### src/rtl/xor_checked_packet_deframer_assert.svh
// ----------------------------------------------------------------------------
// Assertion macros for the packet deframer
// Shared forms for same-cycle and next-cycle checks.
// ----------------------------------------------------------------------------
`ifndef XOR_CHECKED_PACKET_DEFRAMER_ASSERT_SVH
`define XOR_CHECKED_PACKET_DEFRAMER_ASSERT_SVH

// same-cycle implication
`define XCPD_ASSERT(label, clk, rst, ante, cons) \
  label: assert property (@(posedge clk) disable iff (rst) (ante) |-> (cons)) \
    else $error("xcpd assertion failed");

// next-cycle implication
`define XCPD_ASSERT_NEXT(label, clk, rst, ante, cons) \
  label: assert property (@(posedge clk) disable iff (rst) (ante) |=> (cons)) \
    else $error("xcpd assertion failed");

`endif

### src/rtl/xcpd_pkg.sv
// ----------------------------------------------------------------------------
// xcpd_pkg
// Types and constants shared by the packet deframer modules.
// ----------------------------------------------------------------------------
package xcpd_pkg;

  localparam int MAX_PAYLOAD  = 32;
  localparam int BYTE_W       = 8;
  localparam int POS_W        = $clog2(MAX_PAYLOAD);
  localparam int LEN_W        = POS_W + 1;
  localparam int ADDR_W       = POS_W + 1;
  localparam int MEM_DEPTH    = 2 * MAX_PAYLOAD;
  localparam int QUEUE_DEPTH  = 2;
  localparam int QPTR_W       = $clog2(QUEUE_DEPTH);
  localparam int QCNT_W       = QPTR_W + 1;
  localparam logic [BYTE_W-1:0] HEADER_RESET = 8'hAA;

  typedef enum logic [2:0] {
    PH_HUNT,
    PH_CMD,
    PH_LEN,
    PH_DATA,
    PH_CHK
  } phase_t;

  typedef enum logic [1:0] {
    B_IDLE,
    B_READ,
    B_SHOW
  } back_state_t;

  typedef struct packed {
    logic [BYTE_W-1:0] command;
    logic [LEN_W-1:0]  length;
    logic              bank;
  } frame_desc_t;

  typedef struct packed {
    logic              en;
    logic [ADDR_W-1:0] addr;
    logic [BYTE_W-1:0] data;
  } buf_wr_t;

  typedef struct packed {
    logic              en;
    logic [ADDR_W-1:0] addr;
  } buf_rd_t;

endpackage

### src/rtl/xcpd_buf.sv
// ----------------------------------------------------------------------------
// xcpd_buf
// Two-bank payload buffer, one write port, one registered read port.
// ----------------------------------------------------------------------------
module xcpd_buf (
  input  logic                          clk,
  input  xcpd_pkg::buf_wr_t             wr,
  input  xcpd_pkg::buf_rd_t             rd,
  output logic [xcpd_pkg::BYTE_W-1:0]   rd_data
);

  logic [xcpd_pkg::BYTE_W-1:0] mem [xcpd_pkg::MEM_DEPTH];

  always_ff @(posedge clk) begin
    if (wr.en) begin
      mem[wr.addr] <= wr.data;
    end
  end

  always_ff @(posedge clk) begin
    if (rd.en) begin
      rd_data <= mem[rd.addr];
    end
  end

endmodule

### src/rtl/xcpd_front.sv
// ----------------------------------------------------------------------------
// xcpd_front
// Frame parser: hunts for the header, checks the XOR sum, stores payload.
// ----------------------------------------------------------------------------
module xcpd_front (
  input  logic                          clk,
  input  logic                          rst,
  input  logic                          cfg_valid,
  output logic                          cfg_ready,
  input  logic [xcpd_pkg::BYTE_W-1:0]   cfg_data,
  input  logic                          in_valid,
  output logic                          in_stall,
  input  logic [xcpd_pkg::BYTE_W-1:0]   rx_byte,
  input  logic                          q_full,
  output logic                          push,
  output xcpd_pkg::frame_desc_t         desc,
  output xcpd_pkg::buf_wr_t             wr
);

  xcpd_pkg::phase_t                 phase, phase_next;
  logic [xcpd_pkg::BYTE_W-1:0]      header_value;
  logic [xcpd_pkg::BYTE_W-1:0]      running_xor, running_xor_next;
  logic [xcpd_pkg::BYTE_W-1:0]      held_command, held_command_next;
  logic [xcpd_pkg::LEN_W-1:0]       held_length, held_length_next;
  logic [xcpd_pkg::LEN_W-1:0]       fill_count, fill_count_next;
  logic                             wbank, wbank_next;
  logic                             accept;

  assign cfg_ready = 1'b1;
  assign in_stall  = q_full && (phase inside {xcpd_pkg::PH_DATA, xcpd_pkg::PH_CHK});
  assign accept    = in_valid && !in_stall;
  assign desc      = '{command: held_command, length: held_length, bank: wbank};

  always_ff @(posedge clk) begin
    if (rst) begin
      header_value <= xcpd_pkg::HEADER_RESET;
    end else if (cfg_valid && cfg_ready) begin
      header_value <= cfg_data;
    end
  end

  always_ff @(posedge clk) begin
    if (rst) begin
      phase        <= xcpd_pkg::PH_HUNT;
      running_xor  <= '0;
      held_command <= '0;
      held_length  <= '0;
      fill_count   <= '0;
      wbank        <= 1'b0;
    end else begin
      phase        <= phase_next;
      running_xor  <= running_xor_next;
      held_command <= held_command_next;
      held_length  <= held_length_next;
      fill_count   <= fill_count_next;
      wbank        <= wbank_next;
    end
  end

  always_comb begin
    phase_next        = phase;
    running_xor_next  = running_xor;
    held_command_next = held_command;
    held_length_next  = held_length;
    fill_count_next   = fill_count;
    wbank_next        = wbank;
    push              = 1'b0;
    wr.en             = 1'b0;
    wr.addr           = {wbank, fill_count[xcpd_pkg::POS_W-1:0]};
    wr.data           = rx_byte;
    if (accept) begin
      case (phase)
        xcpd_pkg::PH_HUNT: begin
          if (rx_byte == header_value) begin
            running_xor_next = rx_byte;
            phase_next       = xcpd_pkg::PH_CMD;
          end
        end
        xcpd_pkg::PH_CMD: begin
          held_command_next = rx_byte;
          running_xor_next  = running_xor ^ rx_byte;
          phase_next        = xcpd_pkg::PH_LEN;
        end
        xcpd_pkg::PH_LEN: begin
          held_length_next = rx_byte[xcpd_pkg::LEN_W-1:0];
          if (rx_byte > xcpd_pkg::BYTE_W'(xcpd_pkg::MAX_PAYLOAD)) begin
            phase_next = xcpd_pkg::PH_HUNT;
          end else begin
            running_xor_next = running_xor ^ rx_byte;
            fill_count_next  = '0;
            phase_next       = (rx_byte == '0) ? xcpd_pkg::PH_CHK : xcpd_pkg::PH_DATA;
          end
        end
        xcpd_pkg::PH_DATA: begin
          wr.en            = 1'b1;
          fill_count_next  = fill_count + xcpd_pkg::LEN_W'(1);
          running_xor_next = running_xor ^ rx_byte;
          if (fill_count_next >= held_length) begin
            phase_next = xcpd_pkg::PH_CHK;
          end
        end
        xcpd_pkg::PH_CHK: begin
          phase_next = xcpd_pkg::PH_HUNT;
          if (running_xor == rx_byte) begin
            push       = 1'b1;
            wbank_next = ~wbank;
          end
        end
        default: begin
          phase_next = xcpd_pkg::PH_HUNT;
        end
      endcase
    end
  end

endmodule

### src/rtl/xcpd_queue.sv
// ----------------------------------------------------------------------------
// xcpd_queue
// Short queue of accepted frame descriptors between parser and emitter.
// ----------------------------------------------------------------------------
module xcpd_queue (
  input  logic                   clk,
  input  logic                   rst,
  input  logic                   push,
  input  xcpd_pkg::frame_desc_t  desc_in,
  input  logic                   pop,
  output xcpd_pkg::frame_desc_t  head,
  output logic                   empty,
  output logic                   full
);

  xcpd_pkg::frame_desc_t          entries [xcpd_pkg::QUEUE_DEPTH];
  logic [xcpd_pkg::QPTR_W-1:0]    wptr, rptr;
  logic [xcpd_pkg::QCNT_W-1:0]    count;

  assign empty = (count == '0);
  assign full  = (count == xcpd_pkg::QCNT_W'(xcpd_pkg::QUEUE_DEPTH));
  assign head  = entries[rptr];

  always_ff @(posedge clk) begin
    if (push) begin
      entries[wptr] <= desc_in;
    end
  end

  always_ff @(posedge clk) begin
    if (rst) begin
      wptr  <= '0;
      rptr  <= '0;
      count <= '0;
    end else begin
      if (push) begin
        wptr <= wptr + xcpd_pkg::QPTR_W'(1);
      end
      if (pop) begin
        rptr <= rptr + xcpd_pkg::QPTR_W'(1);
      end
      if (push && !pop) begin
        count <= count + xcpd_pkg::QCNT_W'(1);
      end else if (pop && !push) begin
        count <= count - xcpd_pkg::QCNT_W'(1);
      end
    end
  end

endmodule

### src/rtl/xcpd_back.sv
// ----------------------------------------------------------------------------
// xcpd_back
// Frame emitter: reads a stored frame out of the buffer as a run of results.
// ----------------------------------------------------------------------------
`include "xor_checked_packet_deframer_assert.svh"

module xcpd_back (
  input  logic                          clk,
  input  logic                          rst,
  input  xcpd_pkg::frame_desc_t         head,
  input  logic                          empty,
  output logic                          pop,
  output xcpd_pkg::buf_rd_t             rd,
  input  logic [xcpd_pkg::BYTE_W-1:0]   rd_data,
  output logic                          out_valid,
  input  logic                          out_stall,
  output logic [xcpd_pkg::BYTE_W-1:0]   command,
  output logic [xcpd_pkg::BYTE_W-1:0]   payload_byte,
  output logic [xcpd_pkg::POS_W-1:0]    byte_position,
  output logic [xcpd_pkg::LEN_W-1:0]    frame_length,
  output logic                          has_data,
  output logic                          last
);

  xcpd_pkg::back_state_t         state, state_next;
  logic [xcpd_pkg::POS_W-1:0]    k, k_next;
  logic                          load;
  logic                          last_item;
  logic                          item_has_data;

  assign item_has_data = (head.length != '0);
  assign last_item     = !item_has_data ||
                         ((xcpd_pkg::LEN_W'(k) + xcpd_pkg::LEN_W'(1)) == head.length);
  assign load          = (state == xcpd_pkg::B_SHOW) && (!out_valid || !out_stall);

  always_ff @(posedge clk) begin
    if (rst) begin
      state <= xcpd_pkg::B_IDLE;
      k     <= '0;
    end else begin
      state <= state_next;
      k     <= k_next;
    end
  end

  always_comb begin
    state_next = state;
    k_next     = k;
    pop        = 1'b0;
    rd.en      = 1'b0;
    rd.addr    = {head.bank, k};
    case (state)
      xcpd_pkg::B_IDLE: begin
        if (!empty) begin
          k_next     = '0;
          state_next = xcpd_pkg::B_READ;
        end
      end
      xcpd_pkg::B_READ: begin
        rd.en      = 1'b1;
        state_next = xcpd_pkg::B_SHOW;
      end
      xcpd_pkg::B_SHOW: begin
        if (load) begin
          if (last_item) begin
            pop        = 1'b1;
            state_next = xcpd_pkg::B_IDLE;
          end else begin
            k_next     = k + xcpd_pkg::POS_W'(1);
            state_next = xcpd_pkg::B_READ;
          end
        end
      end
      default: begin
        state_next = xcpd_pkg::B_IDLE;
      end
    endcase
  end

  always_ff @(posedge clk) begin
    if (rst) begin
      out_valid <= 1'b0;
    end else if (load) begin
      out_valid <= 1'b1;
    end else if (!out_stall) begin
      out_valid <= 1'b0;
    end
  end

  always_ff @(posedge clk) begin
    if (load) begin
      command       <= head.command;
      payload_byte  <= item_has_data ? rd_data : '0;
      byte_position <= item_has_data ? k : '0;
      frame_length  <= head.length;
      has_data      <= item_has_data;
      last          <= last_item;
    end
  end

  `XCPD_ASSERT(busy_has_frame, clk, rst, state != xcpd_pkg::B_IDLE, !empty)
  `XCPD_ASSERT(empty_frame_shape, clk, rst, out_valid && !has_data, last && payload_byte == '0 && byte_position == '0)
  `XCPD_ASSERT_NEXT(run_continues, clk, rst, load && !last_item, state == xcpd_pkg::B_READ)

endmodule

### src/rtl/xor_checked_packet_deframer.sv
// Takes one received byte per cycle; input stalls only while both buffer banks hold frames.
// A good frame's first result goes via the queue, read and show states to the outputs.
// Results leave one at a time: each buffer read is shown before the next one starts.
// Synchronous reset: parser hunts, header value 0xAA, queue and output emptied.
// The payload buffer is not cleared; only entries written by the emitted frame are output.
// ----------------------------------------------------------------------------
// xor_checked_packet_deframer
// Header/length/XOR-checksum frame parser with a decoupled result emitter.
// ----------------------------------------------------------------------------
module xor_checked_packet_deframer (
  input  logic                          clk,
  input  logic                          rst,
  input  logic                          cfg_valid,
  output logic                          cfg_ready,
  input  logic [xcpd_pkg::BYTE_W-1:0]   cfg_data,
  input  logic                          in_valid,
  output logic                          in_stall,
  input  logic [xcpd_pkg::BYTE_W-1:0]   rx_byte,
  output logic                          out_valid,
  input  logic                          out_stall,
  output logic [xcpd_pkg::BYTE_W-1:0]   command,
  output logic [xcpd_pkg::BYTE_W-1:0]   payload_byte,
  output logic [xcpd_pkg::POS_W-1:0]    byte_position,
  output logic [xcpd_pkg::LEN_W-1:0]    frame_length,
  output logic                          has_data,
  output logic                          last
);

  xcpd_pkg::frame_desc_t          desc, head;
  xcpd_pkg::buf_wr_t              wr;
  xcpd_pkg::buf_rd_t              rd;
  logic [xcpd_pkg::BYTE_W-1:0]    rd_data;
  logic                           push, pop, q_empty, q_full;

  xcpd_front u_front (
    .clk       (clk),
    .rst       (rst),
    .cfg_valid (cfg_valid),
    .cfg_ready (cfg_ready),
    .cfg_data  (cfg_data),
    .in_valid  (in_valid),
    .in_stall  (in_stall),
    .rx_byte   (rx_byte),
    .q_full    (q_full),
    .push      (push),
    .desc      (desc),
    .wr        (wr)
  );

  xcpd_queue u_queue (
    .clk     (clk),
    .rst     (rst),
    .push    (push),
    .desc_in (desc),
    .pop     (pop),
    .head    (head),
    .empty   (q_empty),
    .full    (q_full)
  );

  xcpd_buf u_buf (
    .clk     (clk),
    .wr      (wr),
    .rd      (rd),
    .rd_data (rd_data)
  );

  xcpd_back u_back (
    .clk           (clk),
    .rst           (rst),
    .head          (head),
    .empty         (q_empty),
    .pop           (pop),
    .rd            (rd),
    .rd_data       (rd_data),
    .out_valid     (out_valid),
    .out_stall     (out_stall),
    .command       (command),
    .payload_byte  (payload_byte),
    .byte_position (byte_position),
    .frame_length  (frame_length),
    .has_data      (has_data),
    .last          (last)
  );

endmodule
### config.mk
export PLATFORM = sky130hd
export DESIGN_NAME = xor_checked_packet_deframer
export DESIGN_NICKNAME = d
export VERILOG_FILES = /design/src/rtl/xcpd_pkg.sv /design/src/rtl/xcpd_buf.sv /design/src/rtl/xcpd_front.sv /design/src/rtl/xcpd_queue.sv /design/src/rtl/xcpd_back.sv /design/src/rtl/xor_checked_packet_deframer.sv
export VERILOG_INCLUDE_DIRS = /design/src /design/src/rtl
export SDC_FILE = /design/constraint.sdc
export NUM_CORES = 1
export LEC_CHECK = 0
export BUFFER_PORTS_ARGS = -buffer_cell sky130_fd_sc_hd__clkbuf_2
export CAP_MARGIN = 15
export CORE_MARGIN = 2
export CORE_UTILIZATION = 55
export DETAILED_ROUTE_END_ITERATION = 12
export PLACE_DENSITY = 0.71
export SLEW_MARGIN = 30
export SYNTH_ARGS = -nofsm -noshare
export SYNTH_HDL_FRONTEND = slang
export SYNTH_SLANG_ARGS = --single-unit
### constraint.sdc
create_clock -name clk -period 10.9 [get_ports clk]
set_clock_uncertainty 0.2 [all_clocks]
set_input_delay 2.18 -clock clk [delete_from_list [all_inputs] [get_ports clk]]
set_output_delay 2.18 -clock clk [all_outputs]
set_load 0.005 [all_outputs]
==> reports/metrics.csv, run 1 <==
stage;metric;value;unit
power;Logic pwr share;1.8;%
worst_setup_path;worst-path cell chain;clkbuf_2 > buf_4 > xor2_1 > nor4_1 > nand4_1 > nor2_1 > and2_1;
timing;Fmax;224;MHz
cts;Longest Clk Path Bufs;3;
timing;Period Utilization, post-route;41.0;%
timing;Final min period;4.47;ns
worst_setup_path;CP Capture Type;flop;
global_routing;GR Overflow Total;0;
logic_synthesis;Yosys reg bits;632;
logic_synthesis;Synth Cell Area;0.0250;mm^2
cts;Clk pin slew, worst setup/hold paths;0.06;ns
die;Die H;217;um
power;Cell Pwr Density;170;mW/mm^2
die;row cnt;78;
worst_hold_path;worst hold path cell count;0;
place;hpwl dp;32100;um
detailed_routing;Vias/cell;6.19;
power;Clk pwr share;42.0;%
logic_synthesis;post-synth cell types;58;
cells_and_area;# diodes;0;
logic_synthesis;syn nets;1331;
worst_setup_path;Reg2Reg Launch Point;u_back.k[1]$_SDFFE_PP0P_;
global_routing;largest net degree at the start of global routing;103;
logic_synthesis;Post-synth top cells;579 x edfxtp_1, 146 x mux4_2, 115 x nor2_1, 53 x dfxtp_1, 49 x mux2i_1;
worst_setup_path;Largest stage delay, worst path;0.65;ns
logic_synthesis;sequential share of the synthesized area;73.8;%
cts;CTS root buf;clkbuf_16;
logic_synthesis;post-synth top area share;69.6;%
outcome;status;finished clean;
worst_hold_path;worst min-delay path class;reg2reg;
logic_synthesis;cell count after synthesis;1301;
timing;Least-Margin Pin Slew;0.975;ns
detailed_routing;drt drc;0;
power;Leakage;8.63;nW
logic_synthesis;most numerous cell in the Yosys netlist;edfxtp_1;
worst_setup_path;Top Family by Delay on Critical Path;simple AND/OR/NAND/NOR gates;
worst_setup_path;Crit path required time;10.93;ns
cells_and_area;Layout area overhead;10.8;%
cts;number of H-tree levels;2;
worst_setup_path;slowest cell on the critical path;buf_4;
logic_synthesis;area leader, netlist;edfxtp_1;
worst_setup_path;CP Buf/Inv Count;2;
timing;RSZ-0062 raised after global routing;no;
detailed_routing;Initial DRT Pass Iterations;5;
worst_hold_path;Hold Path Origin;u_front.held_command[0]$_SDFFE_PP0P_;
logic_synthesis;EDFF count, synth;579;
global_routing;initial antenna violation count;0;
timing;Fin Setup TNS;0;ns
power;Pint;3.79;mW
power;VDD IR max;0.000138;V
timing;Setup Viol. Count Final;0;
detailed_routing;drt total wl;53000;um
cts;clk sinks;632;
detailed_routing;Avg WL per Cell;26.5;um
worst_setup_path;Setup CP Type;in2reg;
die;die width;217;um
logic_synthesis;ys async rst share;0;%
power;P_sw;923;uW
worst_setup_path;Worst Path Arrival;4.49;ns
timing;Final Max Slew Viols;0;
worst_hold_path;Min-Delay Endpoint;u_queue.entries[1][7]$_DFFE_PP_;
run;Max Cap Viol;0;
logic_synthesis;top cells by area, synth;edfxtp_1 70%, mux4_2 13%, dfxtp_1 4.2%, mux2i_1 2.0%, nor2_1 1.7%;
logic_synthesis;Synthesis Warnings;0;
cells_and_area;fin area;0.0277;mm^2
worst_setup_path;register-to-register setup slack;6.87;ns
cells_and_area;Post-layout nets;1392;
logic_synthesis;Synth Area per Inst;19.2;um^2
detailed_routing;via count;12400;
cts;TritonCTS Buffers;60;
place;I/O Buffers;51;
timing;Hold Vio Cnt, Final;0;
cts;Clock Latency Late Sink;0.61;ns
cts;CTS tree;built;
global_routing;vias in the first global route;12500;
global_routing;GRT Total Usage;23.1;%
worst_setup_path;worst-path maximum fanout;73;
worst_setup_path;Critical Path Source Type;input pin;
cts;CTS Hold Bufs;0;
cts;Resized Gates After CTS;0;
cts;Setup Fix Bufs, Post-CTS;0;
place;placed instance area;0.0258;mm^2
detailed_routing;Antenna Nets Post-Route;0;
die;Core Region;0.0451;mm^2
die;die footprint;0.0471;mm^2
worst_setup_path;RR Endpoint;u_buf.rd_data[0]$_DFFE_PN_;
die;Top Ports;53;
power;Seq pwr share;56.2;%
logic_synthesis;Synth Flop Type;edfxtp_1;
global_routing;global-route wire length before repair;79800;um
place;final RePlAce weighted congestion;0.815;
timing;Slew headroom;35.0;%
detailed_routing;DR iter-0 viols;1369;
power;Sw Ratio;19.6;%
cells_and_area;ratio of cells with drive above 1 in the final layout;22.8;%
worst_setup_path;R2R cell count;7;
die;Initial Util;55.4;%
## worst max-delay path by stage
| stage | endpoint | slack (ns) | startpoint | depth (start not counted) |
|---|---|---|---|---|
| 4_1_cts | u_queue.entries[1][3]$_DFFE_PP_ | 6.46 | rx_byte[5] | 7 |
| 6_report | u_queue.entries[1][5]$_DFFE_PP_ | 6.43 | rx_byte[5] | 7 |
| 3_5_place_dp | u_queue.entries[1][14]$_DFFE_PP_ | 5.81 | rx_byte[5] | 7 |
| 2_1_floorplan | u_queue.count[1]$_SDFFE_PP0P_ | 5.86 | out_stall | 5 |
| 3_3_place_gp | u_queue.entries[1][8]$_DFFE_PP_ | 5.91 | rx_byte[5] | 7 |
| 5_1_grt | u_queue.entries[1][2]$_DFFE_PP_ | 6.18 | rx_byte[5] | 7 |
## cells by family after synthesis
kind of cell	after synthesis	share of synthesized area [%]
DFF	632	73.8
other	1	0.0150
muxes	206	15.6
adders and majority gates	10	0.491
AOI/OAI and AO/OA	105	2.85
xor gates and xnor gates	32	1.18
and+or+nand+nor	226	4.34
buffers and inverters	89	1.65
## cells in the final DEF, fill, tap and decap left out, types with 3 or more instances in the layout
cell,netlist,layout
or3_1,3,3
o21ai_0,12,12
clkinv_1,0,11
nor2_1,115,115
xor2_1,15,15
or4_1,3,3
ha_1,9,9
o22ai_1,8,8
nor3_1,7,7
a22oi_1,6,6
nor2b_1,10,9
mux4_2,146,146
nand3b_1,15,15
bufinv_16,0,4
a21o_1,4,4
a21oi_1,31,30
edfxtp_1,579,579
buf_4,2,17
nand2_1,22,22
nand2b_1,7,7
mux2i_1,49,49
clkbuf_2,1,51
clkinv_2,0,9
clkbuf_1,32,15
nor4_1,5,5
xnor2_1,16,16
inv_1,16,16
nand3_1,11,11
clkinvlp_4,0,3
and3_1,4,4
a21boi_0,8,8
or2_2,3,3
clkbuf_16,0,62
mux2_2,11,11
and2_1,14,14
a211oi_1,13,13
o221ai_1,6,6
nand4_1,3,3
dfxtp_1,53,51
## worst register-to-register path, delay by kind of cell, from the launching register on
| family | cells | cell delay (ns) |
|---|---|---|
| and+or+nand+nor | 1 | 0.08 |
| AOI/OAI and AO/OA | 2 | 0.90 |
| buffers and inverters | 2 | 1.61 |
| muxes | 2 | 0.58 |
| DFF | 1 | 0.44 |
## power groups by stage
stage | logic (mW) | clock network (mW) | registers [mW]
after global placement | 0.0805 | 0 | 2.70
after floorplan | 0.0399 | 0 | 2.70
final | 0.0831 | 1.98 | 2.65
after CTS | 0.0846 | 2.01 | 2.65
after global routing | 0.0912 | 2.10 | 2.65
after detailed placement | 0.0839 | 0 | 2.70
## cell type report
type                       instances  area (um^2)
clock buffer                      77         1610
timing repair buffer              71          433
clock inverter                    28          245
fill                            3167        17400
inverter                          17         63.8
tap                              600          751
sequential                       632        18500
multi-input combinational        580         6130
## metrics by stage
step	hold WS, ns	worst slack [ns]	cells	total power [mW]	utilization, %
2_1_floorplan	0.224	5.86	1301	2.74	-
3_5_place_dp	0.245	5.81	1900	2.79	57.3
3_3_place_gp	0.243	5.91	1898	2.78	57.2
5_1_grt	0.276	6.18	2005	4.84	61.4
6_report	0.259	6.43	2005	4.72	61.4
4_1_cts	0.263	6.46	2005	4.74	61.4
## flip-flops by register name, summed over array words and instances, names as in the netlist, 3 cells and up, named ones only
name / count
u_buf.mem: 512
u_queue.entries: 30
u_back.command: 8
u_back.payload_byte: 8
u_buf.rd_data: 8
u_front.header_value: 8
u_front.held_command: 8
u_front.running_xor: 8
u_back.frame_length: 6
u_front.fill_count: 6
u_front.held_length: 6
u_back.byte_position: 5
u_back.k: 5
u_front.phase: 3
## per-layer routing
metal | share of wire (%) | vias to the layer above | track usage [%]
li1 | - | 5358 | -
met4 | 2.1 | 0 | 6.58
met5 | 0 | - | 0
met2 | 48 | 557 | 36.7
met3 | 8.4 | 70 | 4.68
met1 | 41 | 6434 | 33.2
Note: power is estimated with default switching activity, not from simulation.
==> inputs of run 2 (changes only) <==
Settings changed: PLACE_DENSITY 0.71 to 0.74.
Clock period 10.9 ns to 3.6 ns, I/O delays scaled along.
==> reports/metrics.csv, run 2 (synthesis results as in run 1) <==
stage;metric;value;unit;change
timing;Slew headroom;42.7;%;+7.7 points
cts;number of H-tree levels;2;;unchanged
timing;Fin Setup TNS;0;ns;unchanged
detailed_routing;drt drc;0;;unchanged
die;Core Region;0.0451;mm^2;unchanged
timing;Least-Margin Pin Slew;0.856;ns;-0.119 ns
detailed_routing;Antenna Nets Post-Route;0;;unchanged
timing;Hold Vio Cnt, Final;0;;unchanged
cells_and_area;commonest non-fill, non-tap cells in the layout;579 x edfxtp_1, 146 x mux4_2, 115 x nor2_1, 103 x buf_4, 62 x clkbuf_16;;
cts;clk sinks;632;;unchanged
cells_and_area;fillers;3040;;-4.0%
power;VDD IR max;0.000461;V;+230%
cells_and_area;Layout area overhead;14.5;%;
power;Sw Ratio;19.5;%;about the same
timing;Final Max Slew Viols;0;;unchanged
power;Leakage;9.23;nW;+7.0%
detailed_routing;via count;12700;;+2.1%
detailed_routing;DR iter-0 viols;1429;;+4.4%
timing;RSZ-0062 raised after global routing;no;;
worst_setup_path;worst-path maximum fanout;50;;-32%
cts;Clk pin slew, worst setup/hold paths;0.06;ns;about the same
worst_hold_path;worst min-delay path class;in2reg;;
cells_and_area;max reg flops;512;;unchanged
detailed_routing;drt total wl;54300;um;+2.4%
worst_setup_path;RR Endpoint;u_buf.rd_data[7]$_DFFE_PN_;;
die;Top Ports;53;;unchanged
place;I/O Buffers;51;;unchanged
die;die width;217;um;unchanged
run;Max Cap Viol;0;;unchanged
outcome;status;finished clean;;
timing;Fmax;332;MHz;
die;row cnt;78;;unchanged
worst_setup_path;slowest cell on the critical path;mux4_2;;
global_routing;GRT Total Usage;23.5;%;+0.40 points
cells_and_area;Post-layout nets;1479;;+6.3%
worst_setup_path;Worst Path Arrival;3.14;ns;-1.35 ns
power;Seq pwr share;54.0;%;-2.2 points
cells_and_area;Final Util;63.4;%;+2.0 points
power;Logic pwr share;1.7;%;about the same
worst_hold_path;Min-Delay Endpoint;u_front.header_value[7]$_SDFFE_PP1P_;;
power;P_sw;2.91;mW;+220%
worst_setup_path;Largest stage delay, worst path;0.54;ns;-0.11 ns
detailed_routing;Avg WL per Cell;25.9;um;-2.3%
cts;CTS Hold Bufs;0;;unchanged
cts;CTS tree;built;;
timing;Period Utilization, post-route;83.8;%;
detailed_routing;Vias/cell;6.04;;-2.6%
worst_setup_path;Top cell by count, worst path;mux4_2;;
cells_and_area;fin cells;2102;;+4.8%
worst_setup_path;Crit path required time;3.72;ns;-7.21 ns
die;Initial Util;55.4;%;unchanged
global_routing;global-route wire length before repair;81400;um;+1.9%
timing;Final min period;3.02;ns;
worst_setup_path;R2R cell count;6;;-1
power;Cell Pwr Density;520;mW/mm^2;+210%
cts;Clock Latency Late Sink;0.61;ns;about the same
cts;Longest Clk Path Bufs;3;;unchanged
cts;Resized Gates After CTS;0;;unchanged
worst_setup_path;Critical Path Source Type;flop;;
global_routing;initial antenna violation count;0;;unchanged
cells_and_area;Largest regs;u_buf.mem: 512 flops, u_queue.entries: 30 flops;;
die;die footprint;0.0471;mm^2;unchanged
die;Die H;217;um;unchanged
cts;CTS root buf;clkbuf_16;;
worst_setup_path;Reg2Reg Launch Point;u_back.k[0]$_SDFFE_PP0P_;;
worst_hold_path;Hold Path Origin;cfg_data[7];;
place;final RePlAce weighted congestion;0.850;;+4.4%
place;hpwl dp;34100;um;+6.4%
cts;Setup Fix Bufs, Post-CTS;0;;unchanged
worst_setup_path;Setup CP Type;reg2reg;;
worst_setup_path;CP Capture Type;flop;;
global_routing;largest net degree at the start of global routing;130;;+26%
worst_setup_path;worst-path cell chain;buf_12 > buf_4 > mux4_2 > mux4_2 > a22oi_1 > o21ai_0;;
timing;Setup Viol. Count Final;0;;unchanged
place;post-placement cell count;1987;;+4.6%
cells_and_area;ratio of cells with drive above 1 in the final layout;28.6;%;+5.8 points
worst_hold_path;worst hold path cell count;2;;+2
cells_and_area;commonest non-fill, non-tap cell in the layout;edfxtp_1;;
cells_and_area;Most flops, register;u_buf.mem;;
power;Clk pwr share;44.3;%;+2.3 points
global_routing;vias in the first global route;12700;;+2.1%
worst_setup_path;CP Buf/Inv Count;2;;unchanged
power;Pint;12.0;mW;+220%
detailed_routing;Initial DRT Pass Iterations;5;;unchanged
worst_setup_path;register-to-register setup slack;0.58;ns;-6.29 ns
global_routing;GR Overflow Total;0;;unchanged
worst_setup_path;Top Family by Delay on Critical Path;multiplexers;;
cts;TritonCTS Buffers;60;;unchanged
## run 2: area by class of cell
type	count	area, um^2	area share [%]
Clock inverter	45	500	1.75
Clock buffer	69	1590	5.55
Tap cell	600	751	2.62
Inverter	17	63.8	0.223
Multi-Input combinational cell	580	6130	21.4
Antenna cell	1	2.50	0.00875
Sequential cell	632	18500	64.5
Timing Repair Buffer	158	1110	3.88
## run 2: worst max path at each step
stage,from,end,slack [ns],cells past startpoint
after global routing,u_back.k[0]$_SDFFE_PP0P_,u_buf.rd_data[7]$_DFFE_PN_,0.45,6
after CTS,u_back.k[0]$_SDFFE_PP0P_,u_buf.rd_data[7]$_DFFE_PN_,0.55,6
after global placement,rx_byte[1],u_front.running_xor[4]$_SDFFE_PP0P_,0.48,7
after detailed placement,rx_byte[1],u_front.running_xor[6]$_SDFFE_PP0P_,0.47,7
after floorplan,out_stall,u_queue.count[1]$_SDFFE_PP0P_,0.02,5
final,u_back.k[0]$_SDFFE_PP0P_,u_buf.rd_data[7]$_DFFE_PN_,0.58,6
## run 2: worst reg2reg max path: stages (launching register included)
cell and delay, ns:
dfxtp_4 0.36, buf_12 0.36, buf_4 0.37, mux4_2 0.54, mux4_2 0.54, a22oi_1 0.21
o21ai_0 0.16
## run 2: layer usage
metal | part of all wire (%) | global-route usage (%)
met1 | 41 | 32.1
met2 | 50 | 39.5
met3 | 6.5 | 3.98
met4 | 2.4 | 7.03
met5 | 0 | 0
## run 2: metrics by stage
step	worst slack [ns]	hold slack, ns	power (mW)	instance area [um^2]
6_report	0.584	0.127	14.9	28600
4_1_cts	0.549	0.102	15.0	28600
2_1_floorplan	0.0230	0.224	8.30	25000
5_1_grt	0.449	0.121	15.3	28600
3_3_place_gp	0.482	0.237	8.43	26500
3_5_place_dp	0.472	0.239	8.44	26500
## run 2: power groups by stage
stage	clock (mW)	combinational [mW]	sequential [mW]
2_1_floorplan	0	0.121	8.18
3_3_place_gp	0	0.242	8.19
3_5_place_dp	0	0.254	8.19
4_1_cts	6.69	0.256	8.03
5_1_grt	6.96	0.276	8.03
6_report	6.59	0.254	8.03
==> inputs of run 3 (changes only) <==
Settings changed: PLACE_DENSITY 0.74 to 0.71.
Clock period 3.6 ns to 3.15 ns, I/O delays scaled along.
==> reports/metrics.csv, run 3 (synthesis results as in run 1) <==
stage;metric;value;unit;change
timing;Fmax;334;MHz;+0.61%
cells_and_area;# diodes;0;;-1
worst_hold_path;Hold Path Origin;cfg_data[5];;
cells_and_area;fin area;0.0285;mm^2;-0.37%
timing;Final Max Slew Viols;0;;unchanged
timing;Least-Margin Pin Slew;0.941;ns;+0.0856 ns
power;VDD IR max;0.000417;V;-9.5%
global_routing;GR Overflow Total;0;;unchanged
timing;Setup Viol. Count Final;0;;unchanged
global_routing;GRT Total Usage;23.7;%;+0.12 points
worst_setup_path;crit path capture;u_buf.mem[10][2]$_DFFE_PP_;;
cells_and_area;Largest regs;u_buf.mem: 512 flops, u_queue.entries: 30 flops;;
place;I/O Buffers;51;;unchanged
worst_setup_path;WP depth;7;;+1
worst_setup_path;Reg2Reg Launch Point;u_front.phase[1]$_SDFFE_PP0P_;;
place;final RePlAce weighted congestion;0.870;;+2.3%
worst_setup_path;Largest stage delay, worst path;0.47;ns;-0.07 ns
cts;CTS root buf;clkbuf_16;;
cts;Longest Clk Path Bufs;3;;unchanged
cts;Setup Fix Bufs, Post-CTS;0;;unchanged
global_routing;largest net degree at the start of global routing;131;;+0.77%
detailed_routing;Avg WL per Cell;25.8;um;-0.33%
power;Pint;13.1;mW;+9.1%
place;hpwl dp;34500;um;+1.1%
detailed_routing;drt total wl;54300;um;-0.14%
cts;Clk pin slew, worst setup/hold paths;0.06;ns;about the same
cts;Clock Latency Late Sink;0.63;ns;+0.02 ns
timing;Final min period;3.00;ns;-0.0182 ns
timing;Fin Setup TNS;0;ns;unchanged
timing;Period Utilization, post-route;95.2;%;+11 points
worst_setup_path;Top Family by Delay on Critical Path;simple AND/OR/NAND/NOR gates;;
die;die footprint;0.0471;mm^2;unchanged
timing;slack of the critical path;0.152;ns;-0.432 ns
worst_setup_path;RR Endpoint;u_buf.mem[10][2]$_DFFE_PP_;;
power;Leakage;9.18;nW;-0.54%
worst_setup_path;Worst Path Arrival;3.13;ns;about the same
worst_setup_path;critical path startpoint;u_front.phase[1]$_SDFFE_PP0P_;;
detailed_routing;Vias/cell;6.03;;about the same
worst_setup_path;Critical Path Source Type;flop;;
power;Clk pwr share;41.6;%;-2.7 points
detailed_routing;drt drc;0;;unchanged
worst_setup_path;register-to-register setup slack;0.15;ns;-0.43 ns
worst_setup_path;slowest cell on the critical path;nand2_1;;
outcome;status;finished clean;;
die;Die H;217;um;unchanged
timing;Hold Vio Cnt, Final;0;;unchanged
cells_and_area;fin cells;2106;;+0.19%
power;Cell Pwr Density;570;mW/mm^2;+9.7%
place;post-placement cell count;2001;;+0.70%
worst_setup_path;worst-path cell chain;nand2_1 > nor2_1 > and3_1 > nor2b_1 > nand2_1 > nor2_1 > buf_4;;
worst_setup_path;Setup CP Type;reg2reg;;
worst_setup_path;CP Capture Type;flop;;
cts;clk sinks;632;;unchanged
worst_hold_path;worst min-delay path class;in2reg;;
cts;TritonCTS Buffers;60;;unchanged
die;Core Region;0.0451;mm^2;unchanged
die;die width;217;um;unchanged
worst_setup_path;Crit path required time;3.29;ns;-0.43 ns
die;Top Ports;53;;unchanged
cells_and_area;Post-layout nets;1495;;+1.1%
power;Seq pwr share;56.5;%;+2.5 points
power;Logic pwr share;1.9;%;+0.2 points
worst_setup_path;worst-path maximum fanout;8;;-84%
cells_and_area;Most flops, register;u_buf.mem;;
cts;CTS tree;built;;
cells_and_area;Layout area overhead;14.1;%;
worst_setup_path;R2R cell count;7;;+1
cells_and_area;Final Util;63.2;%;-0.24 points
power;Sw Ratio;19.7;%;+0.11 points
global_routing;vias in the first global route;12800;;+0.55%
detailed_routing;via count;12700;;+0.15%
place;placed instance area;0.0266;mm^2;+0.49%
detailed_routing;DR iter-0 viols;1425;;-0.28%
power;P_sw;3.19;mW;+9.9%
cells_and_area;max reg flops;512;;unchanged
place;DP Worst Slack;0.198;ns;-0.274 ns
timing;Hold Slack;0.0377;ns;-0.0894 ns
power;PnR Total Power;16.3;mW;+9.3%
global_routing;global-route wire length before repair;81000;um;-0.43%
detailed_routing;Initial DRT Pass Iterations;5;;unchanged
cells_and_area;ratio of cells with drive above 1 in the final layout;28.0;%;-0.63 points
global_routing;initial antenna violation count;1;;+1
die;Initial Util;55.4;%;unchanged
run;Max Cap Viol;0;;unchanged
detailed_routing;Antenna Nets Post-Route;0;;unchanged
cts;number of H-tree levels;2;;unchanged
timing;Slew headroom;37.0;%;-5.7 points
die;row cnt;78;;unchanged
cells_and_area;commonest non-fill, non-tap cells in the layout;579 x edfxtp_1, 146 x mux4_2, 115 x nor2_1, 115 x buf_4, 61 x clkbuf_16;;
worst_setup_path;CP Buf/Inv Count;1;;-1
timing;RSZ-0062 raised after global routing;no;;
cells_and_area;commonest non-fill, non-tap cell in the layout;edfxtp_1;;
==> run 3: changes by cell type in the layout (fill, tap and decap cells not counted), sizes merged <==
cell / delta
inv: -1
buf: +14
clkinvlp: -5
clkinv: -8
diode: -1
clkbuf: +10
bufinv: -7
dlygate4sd3: +2
==> run 3: what timing repair did <==
action | CTS | global route
hold buffers | 2 | 0
endpoints found under the setup margin | 0 | 1
endpoints found under the hold margin | 2 | 0
gates resized for setup | 0 | 3
==> run 3: power by group through the flow <==
stage	registers [mW]	logic (mW)	clock network (mW)
global placement	9.35	0.296	0
global route	9.17	0.341	7.22
CTS	9.17	0.312	6.89
detailed placement	9.35	0.309	0
floorplan	9.35	0.138	0
finish	9.17	0.311	6.77
==> run 3: worst min-delay path by stage <==
| stage | end | slack [ns] | cells after the start |
|---|---|---|---|
| 2_1_floorplan | u_queue.entries[0][0]$_DFFE_PP_ | 0.22 | 0 |
| 3_3_place_gp | u_queue.entries[1][14]$_DFFE_PP_ | 0.23 | 0 |
| 3_5_place_dp | u_queue.entries[0][14]$_DFFE_PP_ | 0.24 | 0 |
| 4_1_cts | u_front.header_value[5]$_SDFFE_PP1P_ | 0.0004 | 3 |
| 5_1_grt | u_front.header_value[5]$_SDFFE_PP1P_ | 0.03 | 3 |
| 6_report | u_front.header_value[5]$_SDFFE_PP1P_ | 0.04 | 3 |
==> run 3: final cells by class <==
type / instances / area, um^2
multi-input cells: 580 / 6140
clock inverters: 24 / 220
repair buffers: 174 / 1260
fillers: 3085 / 16600
clock buffers: 79 / 1600
inverters: 17 / 63.8
well taps: 600 / 751
flip-flops and latches: 632 / 18500
==> run 3: routing by layer <==
layer	global-route usage [%]	part of all wire (%)	wire [um]
met5	0	0.024	13
met4	7.01	2.8	1540
met3	5.70	7.3	3960
met2	38.5	49	26700
met1	32.2	41	22000
==> run 3: worst min-delay path, cell delays in order <==
cell,delay [ns]
clkbuf_2,0.08
mux2i_1,0.06
nand2_1,0.07
